--- config.mk ---
export PLATFORM = sky130hd
export DESIGN_NAME = speech_endpoint_detector_unit
export DESIGN_NICKNAME = d
export VERILOG_FILES = /design/src/hdl/sed_pkg.sv /design/src/hdl/sed_front.sv /design/src/hdl/sed_queue.sv /design/src/hdl/sed_back.sv /design/src/hdl/speech_endpoint_detector_unit.sv
export SDC_FILE = /design/constraint.sdc
export NUM_CORES = 2
export LEC_CHECK = 0
export BUFFER_PORTS_ARGS = -buffer_cell sky130_fd_sc_hd__buf_2
export CORE_ASPECT_RATIO = 1.25
export CORE_UTILIZATION = 52
export DETAILED_ROUTE_END_ITERATION = 16
export GPL_TIMING_DRIVEN = 0
export PLACE_DENSITY_LB_ADDON = 0.12
export SETUP_SLACK_MARGIN = 0.3
export SLEW_MARGIN = 10
export SYNTH_ARGS = -nofsm -noshare
export SYNTH_HDL_FRONTEND = slang
export SYNTH_SLANG_ARGS = --single-unit
--- constraint.sdc ---
create_clock -name aclk -period 7.7 [get_ports aclk]
set_input_delay 1.54 -clock aclk [delete_from_list [all_inputs] [get_ports aclk]]
set_output_delay 1.54 -clock aclk [all_outputs]
set_load 0.01 [all_outputs]
--- src/hdl/sed_pkg.sv ---
package sed_pkg;

    // Defaults for the top-level parameters
    localparam int FRAME_SAMPLES_DEF = 320;
    localparam int AGE_BITS_DEF      = 16;

    // Field widths fixed by the interface
    localparam int CMD_W      = 3;
    localparam int SAMPLE_W   = 16;
    localparam int MAG_W      = 16;
    localparam int SQ_W       = 31;
    localparam int ENERGY_W   = 39;
    localparam int PEAK_W     = 16;
    localparam int THR_W      = 15;
    localparam int THRSQ_W    = 30;
    localparam int RUN_W      = 10;
    localparam int WIN_W      = 16;
    localparam int CFG_INDEX_W = 3;
    localparam int CFG_DATA_W  = 16;

    localparam int QUEUE_DEPTH = 2;

    // Command codes
    localparam logic [CMD_W-1:0] CMD_SAMPLE   = 3'd0;
    localparam logic [CMD_W-1:0] CMD_START    = 3'd1;
    localparam logic [CMD_W-1:0] CMD_ABORT    = 3'd2;
    localparam logic [CMD_W-1:0] CMD_FINALIZE = 3'd3;
    localparam logic [CMD_W-1:0] CMD_TICK     = 3'd4;

    // Configuration register indexes
    localparam logic [CFG_INDEX_W-1:0] REG_SILENCE_THRESHOLD = 3'd0;
    localparam logic [CFG_INDEX_W-1:0] REG_WAKE_ENABLE       = 3'd1;
    localparam logic [CFG_INDEX_W-1:0] REG_MIN_SPEECH        = 3'd2;
    localparam logic [CFG_INDEX_W-1:0] REG_SILENCE_HOLD      = 3'd3;
    localparam logic [CFG_INDEX_W-1:0] REG_IDLE_WINDOW       = 3'd4;
    localparam logic [CFG_INDEX_W-1:0] REG_MAX_SPEECH        = 3'd5;

    // Register reset values
    localparam logic [THR_W-1:0] RST_SILENCE_THRESHOLD = 15'd655;
    localparam logic             RST_WAKE_ENABLE       = 1'b0;
    localparam logic [RUN_W-1:0] RST_MIN_SPEECH        = 10'd15;
    localparam logic [RUN_W-1:0] RST_SILENCE_HOLD      = 10'd40;
    localparam logic [WIN_W-1:0] RST_IDLE_WINDOW       = 16'd125;
    localparam logic [WIN_W-1:0] RST_MAX_SPEECH        = 16'd450;

    // Peak floor of the quiet test: 0.06 of full scale
    localparam logic [PEAK_W-1:0] PEAK_FLOOR = 16'd1967;
    localparam logic [RUN_W-1:0]  RUN_MAX    = '1;

    typedef struct packed {
        logic [CMD_W-1:0]           command;
        logic signed [SAMPLE_W-1:0] sample;
        logic                       frame_last;
        logic                       speech_flag;
    } in_item_t;

    typedef struct packed {
        logic                frame_done;
        logic [ENERGY_W-1:0] frame_energy;
        logic [PEAK_W-1:0]   frame_peak;
        logic                speech_active;
        logic                activity_changed;
        logic                wake_hit;
        logic                capture_done;
        logic                had_speech;
    } out_item_t;

    // Front stage register contents
    typedef struct packed {
        logic [CMD_W-1:0] cmd;
        logic [MAG_W-1:0] mag;
        logic             frame_last;
        logic             speech_flag;
    } f_item_t;

    // Queue entry handed from front to back
    typedef struct packed {
        logic [CMD_W-1:0] cmd;
        logic [MAG_W-1:0] mag;
        logic [SQ_W-1:0]  sq;
        logic             frame_last;
        logic             speech_flag;
    } q_item_t;

    // Configuration, with the derived limits
    typedef struct packed {
        logic [THR_W-1:0]   thr;
        logic               wake_enable;
        logic [RUN_W-1:0]   min_speech;
        logic [RUN_W-1:0]   silence_hold;
        logic [WIN_W-1:0]   idle_window;
        logic [WIN_W-1:0]   max_speech;
        logic [THRSQ_W-1:0] thr_sq;
        logic [PEAK_W-1:0]  peak_lim;
    } cfg_t;

endpackage

--- src/hdl/sed_front.sv ---
module sed_front (
    input  logic              aclk,
    input  logic              aresetn,
    input  sed_pkg::in_item_t s_item,
    input  logic              s_valid,
    output logic              s_ready,
    output sed_pkg::q_item_t  q_item,
    output logic              q_valid,
    input  logic              q_ready
);
    import sed_pkg::*;

    logic                 f_valid_reg;
    f_item_t              f_item_reg;
    logic                 f_free;
    logic                 known;
    logic [SAMPLE_W-1:0]  raw;
    logic [MAG_W-1:0]     mag;
    logic [SQ_W-1:0]      prod;

    // Unknown commands are taken and dropped here.
    always_comb begin
        unique case (s_item.command) inside
            CMD_SAMPLE, CMD_START, CMD_ABORT, CMD_FINALIZE, CMD_TICK: known = 1'b1;
            default: known = 1'b0;
        endcase
    end

    assign raw    = s_item.sample;
    assign mag    = raw[SAMPLE_W-1] ? MAG_W'(~raw + 16'd1) : raw;
    assign f_free = !f_valid_reg || q_ready;
    assign s_ready = f_free;

    always_ff @(posedge aclk) begin
        if (!aresetn) begin
            f_valid_reg <= 1'b0;
        end else if (f_free) begin
            f_valid_reg <= s_valid && known;
        end
    end

    always_ff @(posedge aclk) begin
        if (f_free && s_valid) begin
            f_item_reg.cmd         <= s_item.command;
            f_item_reg.mag         <= mag;
            f_item_reg.frame_last  <= s_item.frame_last;
            f_item_reg.speech_flag <= s_item.speech_flag;
        end
    end

    // Square of the magnitude; registered at the queue.
    assign prod = SQ_W'(f_item_reg.mag) * SQ_W'(f_item_reg.mag);

    assign q_valid            = f_valid_reg;
    assign q_item.cmd         = f_item_reg.cmd;
    assign q_item.mag         = f_item_reg.mag;
    assign q_item.sq          = prod;
    assign q_item.frame_last  = f_item_reg.frame_last;
    assign q_item.speech_flag = f_item_reg.speech_flag;

endmodule

--- src/hdl/sed_queue.sv ---
module sed_queue (
    input  logic             aclk,
    input  logic             aresetn,
    input  sed_pkg::q_item_t wr_item,
    input  logic             wr_valid,
    output logic             wr_ready,
    output sed_pkg::q_item_t rd_item,
    output logic             rd_valid,
    input  logic             rd_ready
);
    import sed_pkg::*;

    localparam int PTR_W = $clog2(QUEUE_DEPTH);

    q_item_t          mem_reg [QUEUE_DEPTH];
    logic [PTR_W-1:0] wr_ptr_reg;
    logic [PTR_W-1:0] rd_ptr_reg;
    logic [PTR_W:0]   count_reg;
    logic             push;
    logic             pop;

    assign wr_ready = count_reg != (PTR_W+1)'(QUEUE_DEPTH);
    assign rd_valid = count_reg != '0;
    assign push     = wr_valid && wr_ready;
    assign pop      = rd_valid && rd_ready;
    assign rd_item  = mem_reg[rd_ptr_reg];

    always_ff @(posedge aclk) begin
        if (!aresetn) begin
            wr_ptr_reg <= '0;
            rd_ptr_reg <= '0;
            count_reg  <= '0;
        end else begin
            if (push) begin
                wr_ptr_reg <= (wr_ptr_reg == PTR_W'(QUEUE_DEPTH-1)) ? '0 : wr_ptr_reg + 1'b1;
            end
            if (pop) begin
                rd_ptr_reg <= (rd_ptr_reg == PTR_W'(QUEUE_DEPTH-1)) ? '0 : rd_ptr_reg + 1'b1;
            end
            if (push && !pop) begin
                count_reg <= count_reg + 1'b1;
            end else if (pop && !push) begin
                count_reg <= count_reg - 1'b1;
            end
        end
    end

    always_ff @(posedge aclk) begin
        if (push) begin
            mem_reg[wr_ptr_reg] <= wr_item;
        end
    end

    a_count_bound: assert property (@(posedge aclk) disable iff (!aresetn)
        count_reg <= (PTR_W+1)'(QUEUE_DEPTH))
        else $error("queue occupancy beyond its depth");

endmodule

--- src/hdl/sed_back.sv ---
module sed_back #(
    parameter int FRAME_SAMPLES = sed_pkg::FRAME_SAMPLES_DEF,
    parameter int AGE_BITS      = sed_pkg::AGE_BITS_DEF
) (
    input  logic               aclk,
    input  logic               aresetn,
    input  sed_pkg::cfg_t      cfg,
    input  sed_pkg::q_item_t   q_item,
    input  logic               q_valid,
    output logic               q_ready,
    output sed_pkg::out_item_t m_item,
    output logic               m_valid,
    input  logic               m_ready
);
    import sed_pkg::*;

    localparam int CNT_W = $clog2(FRAME_SAMPLES + 1);
    localparam int LIM_W = THRSQ_W + CNT_W;
    localparam int QW    = (LIM_W > ENERGY_W) ? LIM_W : ENERGY_W;
    localparam int CMP_W = (AGE_BITS > WIN_W) ? AGE_BITS : WIN_W;

    // Capture state
    logic                capturing_reg, capturing_next;
    logic                prev_speech_reg, prev_speech_next;
    logic                confirmed_reg, confirmed_next;
    logic [RUN_W-1:0]    speech_run_reg, speech_run_next;
    logic [RUN_W-1:0]    silence_run_reg, silence_run_next;
    logic [AGE_BITS-1:0] capture_age_reg, capture_age_next;
    logic [AGE_BITS-1:0] speech_age_reg, speech_age_next;
    // Frame accumulators
    logic [ENERGY_W-1:0] energy_reg, energy_next;
    logic [LIM_W-1:0]    lim_reg, lim_next;
    logic [PEAK_W-1:0]   peak_reg, peak_next;
    logic [CNT_W-1:0]    cnt_reg, cnt_next;

    logic                m_valid_reg;
    out_item_t           m_item_reg;

    logic                pop;
    logic                clr;
    logic                start;
    out_item_t           res;
    logic                res_valid;

    logic [ENERGY_W:0]   energy_sum;
    logic [ENERGY_W-1:0] e_acc;
    logic [LIM_W-1:0]    lim_acc;
    logic [PEAK_W-1:0]   peak_acc;
    logic [CNT_W-1:0]    cnt_acc;
    logic                frame_end;
    logic [RUN_W-1:0]    run_inc, sil_inc;
    logic [AGE_BITS-1:0] age_inc, sage_inc;
    logic                flag;
    logic [RUN_W-1:0]    speech_run_f, silence_run_f;
    logic [AGE_BITS-1:0] sage_f;
    logic                confirm_now, conf_f;
    logic                idle_hit, max_hit, quiet, end_f;

    assign q_ready = !m_valid_reg || m_ready;
    assign pop     = q_valid && q_ready;

    // Per-sample accumulation
    assign energy_sum = {1'b0, energy_reg} + (ENERGY_W+1)'(q_item.sq);
    assign e_acc      = energy_sum[ENERGY_W] ? '1 : energy_sum[ENERGY_W-1:0];
    assign lim_acc    = lim_reg + LIM_W'(cfg.thr_sq);
    assign peak_acc   = (q_item.mag > peak_reg) ? q_item.mag : peak_reg;
    assign cnt_acc    = cnt_reg + 1'b1;
    assign frame_end  = q_item.frame_last || (cnt_acc == CNT_W'(FRAME_SAMPLES));

    // Saturating counters
    assign run_inc  = (speech_run_reg == RUN_MAX) ? speech_run_reg : speech_run_reg + 1'b1;
    assign sil_inc  = (silence_run_reg == RUN_MAX) ? silence_run_reg : silence_run_reg + 1'b1;
    assign age_inc  = (capture_age_reg == '1) ? capture_age_reg : capture_age_reg + 1'b1;
    assign sage_inc = (speech_age_reg == '1) ? speech_age_reg : speech_age_reg + 1'b1;

    // Frame-end decisions
    assign flag          = q_item.speech_flag;
    assign speech_run_f  = flag ? run_inc : '0;
    assign silence_run_f = flag ? '0 : sil_inc;
    assign confirm_now   = !confirmed_reg && flag && (speech_run_f >= cfg.min_speech);
    assign conf_f        = confirmed_reg || confirm_now;
    assign sage_f        = confirm_now ? '0 : (confirmed_reg ? sage_inc : speech_age_reg);
    assign idle_hit      = CMP_W'(age_inc) >= CMP_W'(cfg.idle_window);
    assign max_hit       = CMP_W'(sage_f) >= CMP_W'(cfg.max_speech);
    assign quiet         = (QW'(e_acc) < QW'(lim_acc)) && (peak_acc < cfg.peak_lim);
    assign end_f         = conf_f ? (max_hit || ((silence_run_f >= cfg.silence_hold) && quiet))
                                  : idle_hit;

    always_comb begin
        capturing_next   = capturing_reg;
        prev_speech_next = prev_speech_reg;
        confirmed_next   = confirmed_reg;
        speech_run_next  = speech_run_reg;
        silence_run_next = silence_run_reg;
        capture_age_next = capture_age_reg;
        speech_age_next  = speech_age_reg;
        energy_next      = energy_reg;
        lim_next         = lim_reg;
        peak_next        = peak_reg;
        cnt_next         = cnt_reg;
        res              = '0;
        res_valid        = 1'b0;
        clr              = 1'b0;
        start            = 1'b0;

        if (pop) begin
            unique case (q_item.cmd)
                CMD_START: begin
                    clr   = 1'b1;
                    start = 1'b1;
                end
                CMD_ABORT: begin
                    clr = 1'b1;
                end
                CMD_FINALIZE: begin
                    res_valid        = 1'b1;
                    res.capture_done = 1'b1;
                    res.had_speech   = confirmed_reg;
                    clr              = 1'b1;
                end
                CMD_TICK: begin
                    if (capturing_reg) begin
                        capture_age_next = age_inc;
                        if (confirmed_reg) begin
                            speech_age_next = sage_inc;
                        end
                        if (!confirmed_reg && idle_hit) begin
                            res_valid        = 1'b1;
                            res.capture_done = 1'b1;
                            clr              = 1'b1;
                        end
                    end
                end
                CMD_SAMPLE: begin
                    if (capturing_reg) begin
                        if (!frame_end) begin
                            energy_next = e_acc;
                            lim_next    = lim_acc;
                            peak_next   = peak_acc;
                            cnt_next    = cnt_acc;
                        end else begin
                            energy_next = '0;
                            lim_next    = '0;
                            peak_next   = '0;
                            cnt_next    = '0;

                            res_valid            = 1'b1;
                            res.frame_done       = 1'b1;
                            res.frame_energy     = e_acc;
                            res.frame_peak       = peak_acc;
                            res.speech_active    = flag;
                            res.activity_changed = flag != prev_speech_reg;
                            res.wake_hit         = cfg.wake_enable && flag;

                            prev_speech_next = flag;
                            speech_run_next  = speech_run_f;
                            silence_run_next = silence_run_f;
                            capture_age_next = age_inc;
                            speech_age_next  = sage_f;
                            confirmed_next   = conf_f;

                            if (end_f) begin
                                res.capture_done = 1'b1;
                                res.had_speech   = conf_f;
                                clr              = 1'b1;
                            end
                        end
                    end
                end
                default: begin
                end
            endcase

            if (clr) begin
                capturing_next   = start;
                prev_speech_next = 1'b0;
                confirmed_next   = 1'b0;
                speech_run_next  = '0;
                silence_run_next = '0;
                capture_age_next = '0;
                speech_age_next  = '0;
                energy_next      = '0;
                lim_next         = '0;
                peak_next        = '0;
                cnt_next         = '0;
            end
        end
    end

    always_ff @(posedge aclk) begin
        if (!aresetn) begin
            capturing_reg   <= 1'b0;
            prev_speech_reg <= 1'b0;
            confirmed_reg   <= 1'b0;
            speech_run_reg  <= '0;
            silence_run_reg <= '0;
            capture_age_reg <= '0;
            speech_age_reg  <= '0;
            energy_reg      <= '0;
            lim_reg         <= '0;
            peak_reg        <= '0;
            cnt_reg         <= '0;
            m_valid_reg     <= 1'b0;
        end else begin
            capturing_reg   <= capturing_next;
            prev_speech_reg <= prev_speech_next;
            confirmed_reg   <= confirmed_next;
            speech_run_reg  <= speech_run_next;
            silence_run_reg <= silence_run_next;
            capture_age_reg <= capture_age_next;
            speech_age_reg  <= speech_age_next;
            energy_reg      <= energy_next;
            lim_reg         <= lim_next;
            peak_reg        <= peak_next;
            cnt_reg         <= cnt_next;
            if (q_ready) begin
                m_valid_reg <= pop && res_valid;
            end
        end
    end

    always_ff @(posedge aclk) begin
        if (pop && res_valid) begin
            m_item_reg <= res;
        end
    end

    assign m_valid = m_valid_reg;
    assign m_item  = m_item_reg;

    a_cnt_bound: assert property (@(posedge aclk) disable iff (!aresetn)
        cnt_reg < CNT_W'(FRAME_SAMPLES))
        else $error("frame sample count reached the frame length without closing");

    a_idle_clean: assert property (@(posedge aclk) disable iff (!aresetn)
        !capturing_reg |-> (energy_reg == '0) && (cnt_reg == '0) && !confirmed_reg)
        else $error("accumulators or confirmation left over outside a capture");

    a_age_confirmed: assert property (@(posedge aclk) disable iff (!aresetn)
        (speech_age_reg != '0) |-> confirmed_reg)
        else $error("speech age running without confirmed speech");

    a_nonframe_done: assert property (@(posedge aclk) disable iff (!aresetn)
        (m_valid_reg && !m_item_reg.frame_done) |-> m_item_reg.capture_done)
        else $error("result neither reports a frame nor ends a capture");

endmodule

--- src/hdl/speech_endpoint_detector_unit.sv ---
// Channel  | Direction | Handshake          | Content
// ---------+-----------+--------------------+-----------------------------------------
// s_       | in        | s_valid / s_ready  | s_item: command, sample, frame mark, flag
// m_       | out       | m_valid / m_ready  | m_item: frame report and capture end
// cfg_     | in        | cfg_we, no wait    | cfg_index selects, cfg_wdata carries value
//
// The block takes one item in every cycle unless s_ready is held low. Each item
// passes the front stage register, the two-entry queue and the output
// register of the back end, which updates all capture state at once.
// Reset is synchronous and active low; the configuration returns to its defaults.
// A stalled result output fills the queue and then holds s_ready low.
module speech_endpoint_detector_unit #(
    parameter int FRAME_SAMPLES = sed_pkg::FRAME_SAMPLES_DEF,
    parameter int AGE_BITS      = sed_pkg::AGE_BITS_DEF
) (
    input  logic                               aclk,
    input  logic                               aresetn,
    input  sed_pkg::in_item_t                  s_item,
    input  logic                               s_valid,
    output logic                               s_ready,
    output sed_pkg::out_item_t                 m_item,
    output logic                               m_valid,
    input  logic                               m_ready,
    input  logic                               cfg_we,
    input  logic [sed_pkg::CFG_INDEX_W-1:0]    cfg_index,
    input  logic [sed_pkg::CFG_DATA_W-1:0]     cfg_wdata
);
    import sed_pkg::*;

    // Configuration registers, to be written by the user only while the block is idle; the block does not enforce it.
    logic [THR_W-1:0]   thr_reg;
    logic               wake_reg;
    logic [RUN_W-1:0]   min_speech_reg;
    logic [RUN_W-1:0]   hold_reg;
    logic [WIN_W-1:0]   idle_reg;
    logic [WIN_W-1:0]   max_reg;

    // Limits derived from the threshold. They settle in the cycle after a write,
    // well before any item can reach the back end.
    logic [THRSQ_W-1:0] thr_sq_reg;
    logic [PEAK_W-1:0]  peak_lim_reg;
    logic [PEAK_W-1:0]  thr_x2;

    cfg_t               cfg;
    q_item_t            fq_item;
    logic               fq_valid;
    logic               fq_ready;
    q_item_t            qb_item;
    logic               qb_valid;
    logic               qb_ready;

    always_ff @(posedge aclk) begin
        if (!aresetn) begin
            thr_reg        <= RST_SILENCE_THRESHOLD;
            wake_reg       <= RST_WAKE_ENABLE;
            min_speech_reg <= RST_MIN_SPEECH;
            hold_reg       <= RST_SILENCE_HOLD;
            idle_reg       <= RST_IDLE_WINDOW;
            max_reg        <= RST_MAX_SPEECH;
        end else if (cfg_we) begin
            unique case (cfg_index)
                REG_SILENCE_THRESHOLD: thr_reg        <= cfg_wdata[THR_W-1:0];
                REG_WAKE_ENABLE:       wake_reg       <= cfg_wdata[0];
                REG_MIN_SPEECH:        min_speech_reg <= cfg_wdata[RUN_W-1:0];
                REG_SILENCE_HOLD:      hold_reg       <= cfg_wdata[RUN_W-1:0];
                REG_IDLE_WINDOW:       idle_reg       <= cfg_wdata[WIN_W-1:0];
                REG_MAX_SPEECH:        max_reg        <= cfg_wdata[WIN_W-1:0];
                default: begin
                end
            endcase
        end
    end

    // The quiet test compares the frame energy with T squared per sample and
    // the peak with the larger of twice T and the fixed floor.
    assign thr_x2 = {thr_reg, 1'b0};

    always_ff @(posedge aclk) begin
        thr_sq_reg   <= THRSQ_W'(thr_reg) * THRSQ_W'(thr_reg);
        peak_lim_reg <= (thr_x2 < PEAK_FLOOR) ? PEAK_FLOOR : thr_x2;
    end

    assign cfg.thr          = thr_reg;
    assign cfg.wake_enable  = wake_reg;
    assign cfg.min_speech   = min_speech_reg;
    assign cfg.silence_hold = hold_reg;
    assign cfg.idle_window  = idle_reg;
    assign cfg.max_speech   = max_reg;
    assign cfg.thr_sq       = thr_sq_reg;
    assign cfg.peak_lim     = peak_lim_reg;

    // Front: takes items, drops unknown commands, forms magnitude and square.
    sed_front u_front (
        .aclk    (aclk),
        .aresetn (aresetn),
        .s_item  (s_item),
        .s_valid (s_valid),
        .s_ready (s_ready),
        .q_item  (fq_item),
        .q_valid (fq_valid),
        .q_ready (fq_ready)
    );

    // Short queue so that the front keeps accepting while a result waits.
    sed_queue u_queue (
        .aclk     (aclk),
        .aresetn  (aresetn),
        .wr_item  (fq_item),
        .wr_valid (fq_valid),
        .wr_ready (fq_ready),
        .rd_item  (qb_item),
        .rd_valid (qb_valid),
        .rd_ready (qb_ready)
    );

    // Back: frame accumulation, speech runs, endpoint decisions, result register.
    sed_back #(
        .FRAME_SAMPLES (FRAME_SAMPLES),
        .AGE_BITS      (AGE_BITS)
    ) u_back (
        .aclk    (aclk),
        .aresetn (aresetn),
        .cfg     (cfg),
        .q_item  (qb_item),
        .q_valid (qb_valid),
        .q_ready (qb_ready),
        .m_item  (m_item),
        .m_valid (m_valid),
        .m_ready (m_ready)
    );

endmodule

==> results.json <==
{
  "largest_register_ffs": 100,
  "wl_per_cell_um": 19.40,
  "ys_types": 82,
  "tightest_slew_ns": 1.128,
  "syn-num-nets": 4662,
  "powerDensity_mw_per_mm2": 389.4,
  "gp_congestion": 0.9217,
  "yosysTopAreaCell": "fa_1",
  "synth.top_cell.area_share_pct": 16.43,
  "min_period_ns": 7.193,
  "worstSetupPathType": "flop to flop",
  "finalCritPeriodShare_pct": 93.41,
  "cts_hold_buf": 0,
  "cp-start-kind": "flop",
  "totalWireLength_mm": 98.68,
  "critPathMaxFanout": 10,
  "cts.sinks": 460,
  "p_total_mw": 15.75,
  "slew-limit-headroom_pct": 24.78,
  "first_global_vias": 27940,
  "p_leak_nw": 18.22,
  "slowest_delay_ns": 0.40,
  "core.rowCount": 108,
  "ys_ff_latch": 460,
  "synth-main-ff-cell": "dfxtp_1",
  "maxCapViolCount": 0,
  "h-tree-depth": 2,
  "vias": 28350,
  "portBuffers": 105,
  "cts_buffers": 49,
  "final_layout_size_suffix_gt1_share_pct": 8.165,
  "layout_common_cells": "inv_1, nand2_1, ha_1",
  "setup_viol": 0,
  "synth_edf_count": 182,
  "grt_overflow": 0,
  "grt_max_degree": 35,
  "n_antenna_cell": 0,
  "synth_area_per_cell_sq_um": 9.306,
  "drc": 0,
  "synthCells": 3942,
  "core_sq_mm": 0.06959,
  "ys.warnings.count": 0,
  "pin_count": 108,
  "die_y_um": 299.0,
  "viasPerCell": 5.573,
  "clkTransAtPathRegs_ns": 0.07,
  "die_area_sq_mm": 0.07162,
  "layout.nets": 4832,
  "cts_tree": "yes",
  "max_freq_mhz": 139.0,
  "end_kind": "flop",
  "area_growth_pct": 10.26,
  "rsz0062_at_grt": "yes",
  "finClkSkew_ns": 0.04073,
  "grt_pass1_wl_mm": 154.0,
  "syn-cell-area_sq_mm": 0.03669,
  "start_util_pct": 52.71,
  "antenna_found_initial": 0,
  "nFillCells": 6245,
  "finalHoldViolations": 0,
  "synth-seq-area-share_pct": 30.07,
  "grt.total_usage_pct": 27.79,
  "critPathSlowestCell": "dfxtp_2",
  "synthTopCellsByArea": "fa_1, dfxtp_1, edfxtp_1",
  "async_reset_ff_share_pct": 0,
  "clock_latency_ns": 0.60,
  "layout_commonest_cell": "inv_1",
  "clk_path_buf_depth": 3,
  "dpl.hpwl_mm": 77.86,
  "timing.hold.ws_ns": 0.4494,
  "ant_nets": 0,
  "worst_hold_path_type": "flop to flop",
  "drt_iter0_markers": 1791,
  "cp.required_ns": 8.21,
  "peakVddDrop_v": 0.0007147,
  "die_w_um": 239.6,
  "cp_data_arrival_time_ns": 7.71,
  "drtPass1Iterations": 6,
  "slew_violations": 0,
  "status": "finished, final reports clean",
  "cts_root_buffer": "clkbuf_16"
}
==> cells in the mapped netlist, types with 8 or more instances <==
| master | n |
|---|---|
| a21oi_1 | 216 |
| a22o_1 | 14 |
| xnor2_1 | 110 |
| edfxtp_1 | 182 |
| mux2i_1 | 24 |
| nand3_1 | 93 |
| clkbuf_1 | 132 |
| and2_1 | 142 |
| nor2b_1 | 33 |
| a211oi_1 | 22 |
| nand4_1 | 55 |
| ha_1 | 374 |
| nor3_1 | 31 |
| o21bai_1 | 20 |
| or2_2 | 13 |
| o21ai_0 | 198 |
| or3_1 | 23 |
| o31ai_1 | 13 |
| nand2b_1 | 32 |
| nor2_1 | 247 |
| and3_1 | 29 |
| o21a_1 | 25 |
| a31oi_1 | 26 |
| xor2_1 | 66 |
| nor4_1 | 13 |
| dfxtp_1 | 278 |
| o211ai_1 | 33 |
| mux2_2 | 51 |
| nand2_1 | 451 |
| a2111oi_0 | 8 |
| fa_1 | 301 |
| nor4b_1 | 8 |
| a21o_1 | 39 |
| o21ai_1 | 20 |
| inv_1 | 479 |
==> where the power goes <==
group	leakage (nW)	switching, mW	internal, mW
combinational	13.5	5.74	3.95
clock	0.799	1.06	1.41
sequential	3.95	0.104	3.48
total	18.2	6.91	8.84
==> timing repair <==
| item | CTS | global route |
|---|---|---|
| setup endpoints to repair | 72 | 82 |
| pin swaps | 4 | 7 |
| resized for setup | 25 | 56 |
| gates cloned | 0 | 0 |
| buffers inserted | 5 | 5 |
==> worst max-delay path: cells and delay by family, from the launching register on <==
family          cells  cell delay [ns]
compound gates     14             3.22
flops               1             0.40
fa+ha+maj           2             0.73
buf+inv             6             1.22
simple gates        6             1.12
mux                 1             0.39
==> area by class of cell <==
| cell class | count | area, sq um | area share, % |
|---|---|---|---|
| sequential | 460 | 11030 | 27.28 |
| clock buffer | 55 | 1280 | 3.165 |
| timing repair buffer | 119 | 680.7 | 1.683 |
| tap | 935 | 1170 | 2.892 |
| multi-input combinational | 2851 | 23420 | 57.90 |
| clock inverter | 36 | 397.9 | 0.9837 |
| inverter | 481 | 1805 | 4.464 |
| buffer | 150 | 663.1 | 1.639 |
==> stage by stage <==
stage                     cell area, sq um  instances  TNS [ns]  util [%]  setup WS, ns
after floorplan                      36690       3942         0         -        0.8633
after global placement               38380       4982   -241.74     55.15        -2.419
after detailed placement             38480       4986    -87.78     55.29        -1.452
after CTS                            40290       5082         0     57.90        0.3225
after global routing                 40450       5087         0     58.12        0.2789
final                                40450       5087         0     58.12        0.5075
==> layer usage <==
layer	track usage (%)	vias to the layer above	routed length, um
met5	0	-	0
met4	11.10	0	3899
met3	2.753	160	4243
met2	48.48	664	48970
met1	35.13	13850	41570
li1	-	13680	-
==> path summary, 6_finish.rpt <==
| check | from | endpoint | slack, ns | cells past startpoint |
|---|---|---|---|---|
| worst max-delay path | flop | u_back.speech_age_reg[1]$_SDFFE_PN0P_ | 0.51 | 29 |
| worst min-delay path | u_front.q_item[1]$_DFFE_PP_ | u_queue.mem_reg[0][1]$_DFFE_PP_ | 0.45 | 0 |
| worst max register to register | flop | u_back.speech_age_reg[1]$_SDFFE_PN0P_ | 0.51 | 29 |
| worst min register to register | u_front.q_item[1]$_DFFE_PP_ | u_queue.mem_reg[0][1]$_DFFE_PP_ | 0.45 | 0 |
==> logic make-up (layout without fill, tap and decap cells) <==
kind of cell	after synthesis	count (layout)	share of synthesized area, %
flip-flops	460	460	30.07
multiplexers	75	75	2.220
AND/OR/NAND/NOR	1206	1206	15.67
XOR/XNOR	176	176	4.202
adder cells (fa/ha/maj)	675	675	29.18
AO/OA/AOI/OAI	719	719	12.09
buffers and inverters	631	841	6.569
(Power assumes the default switching activity.)
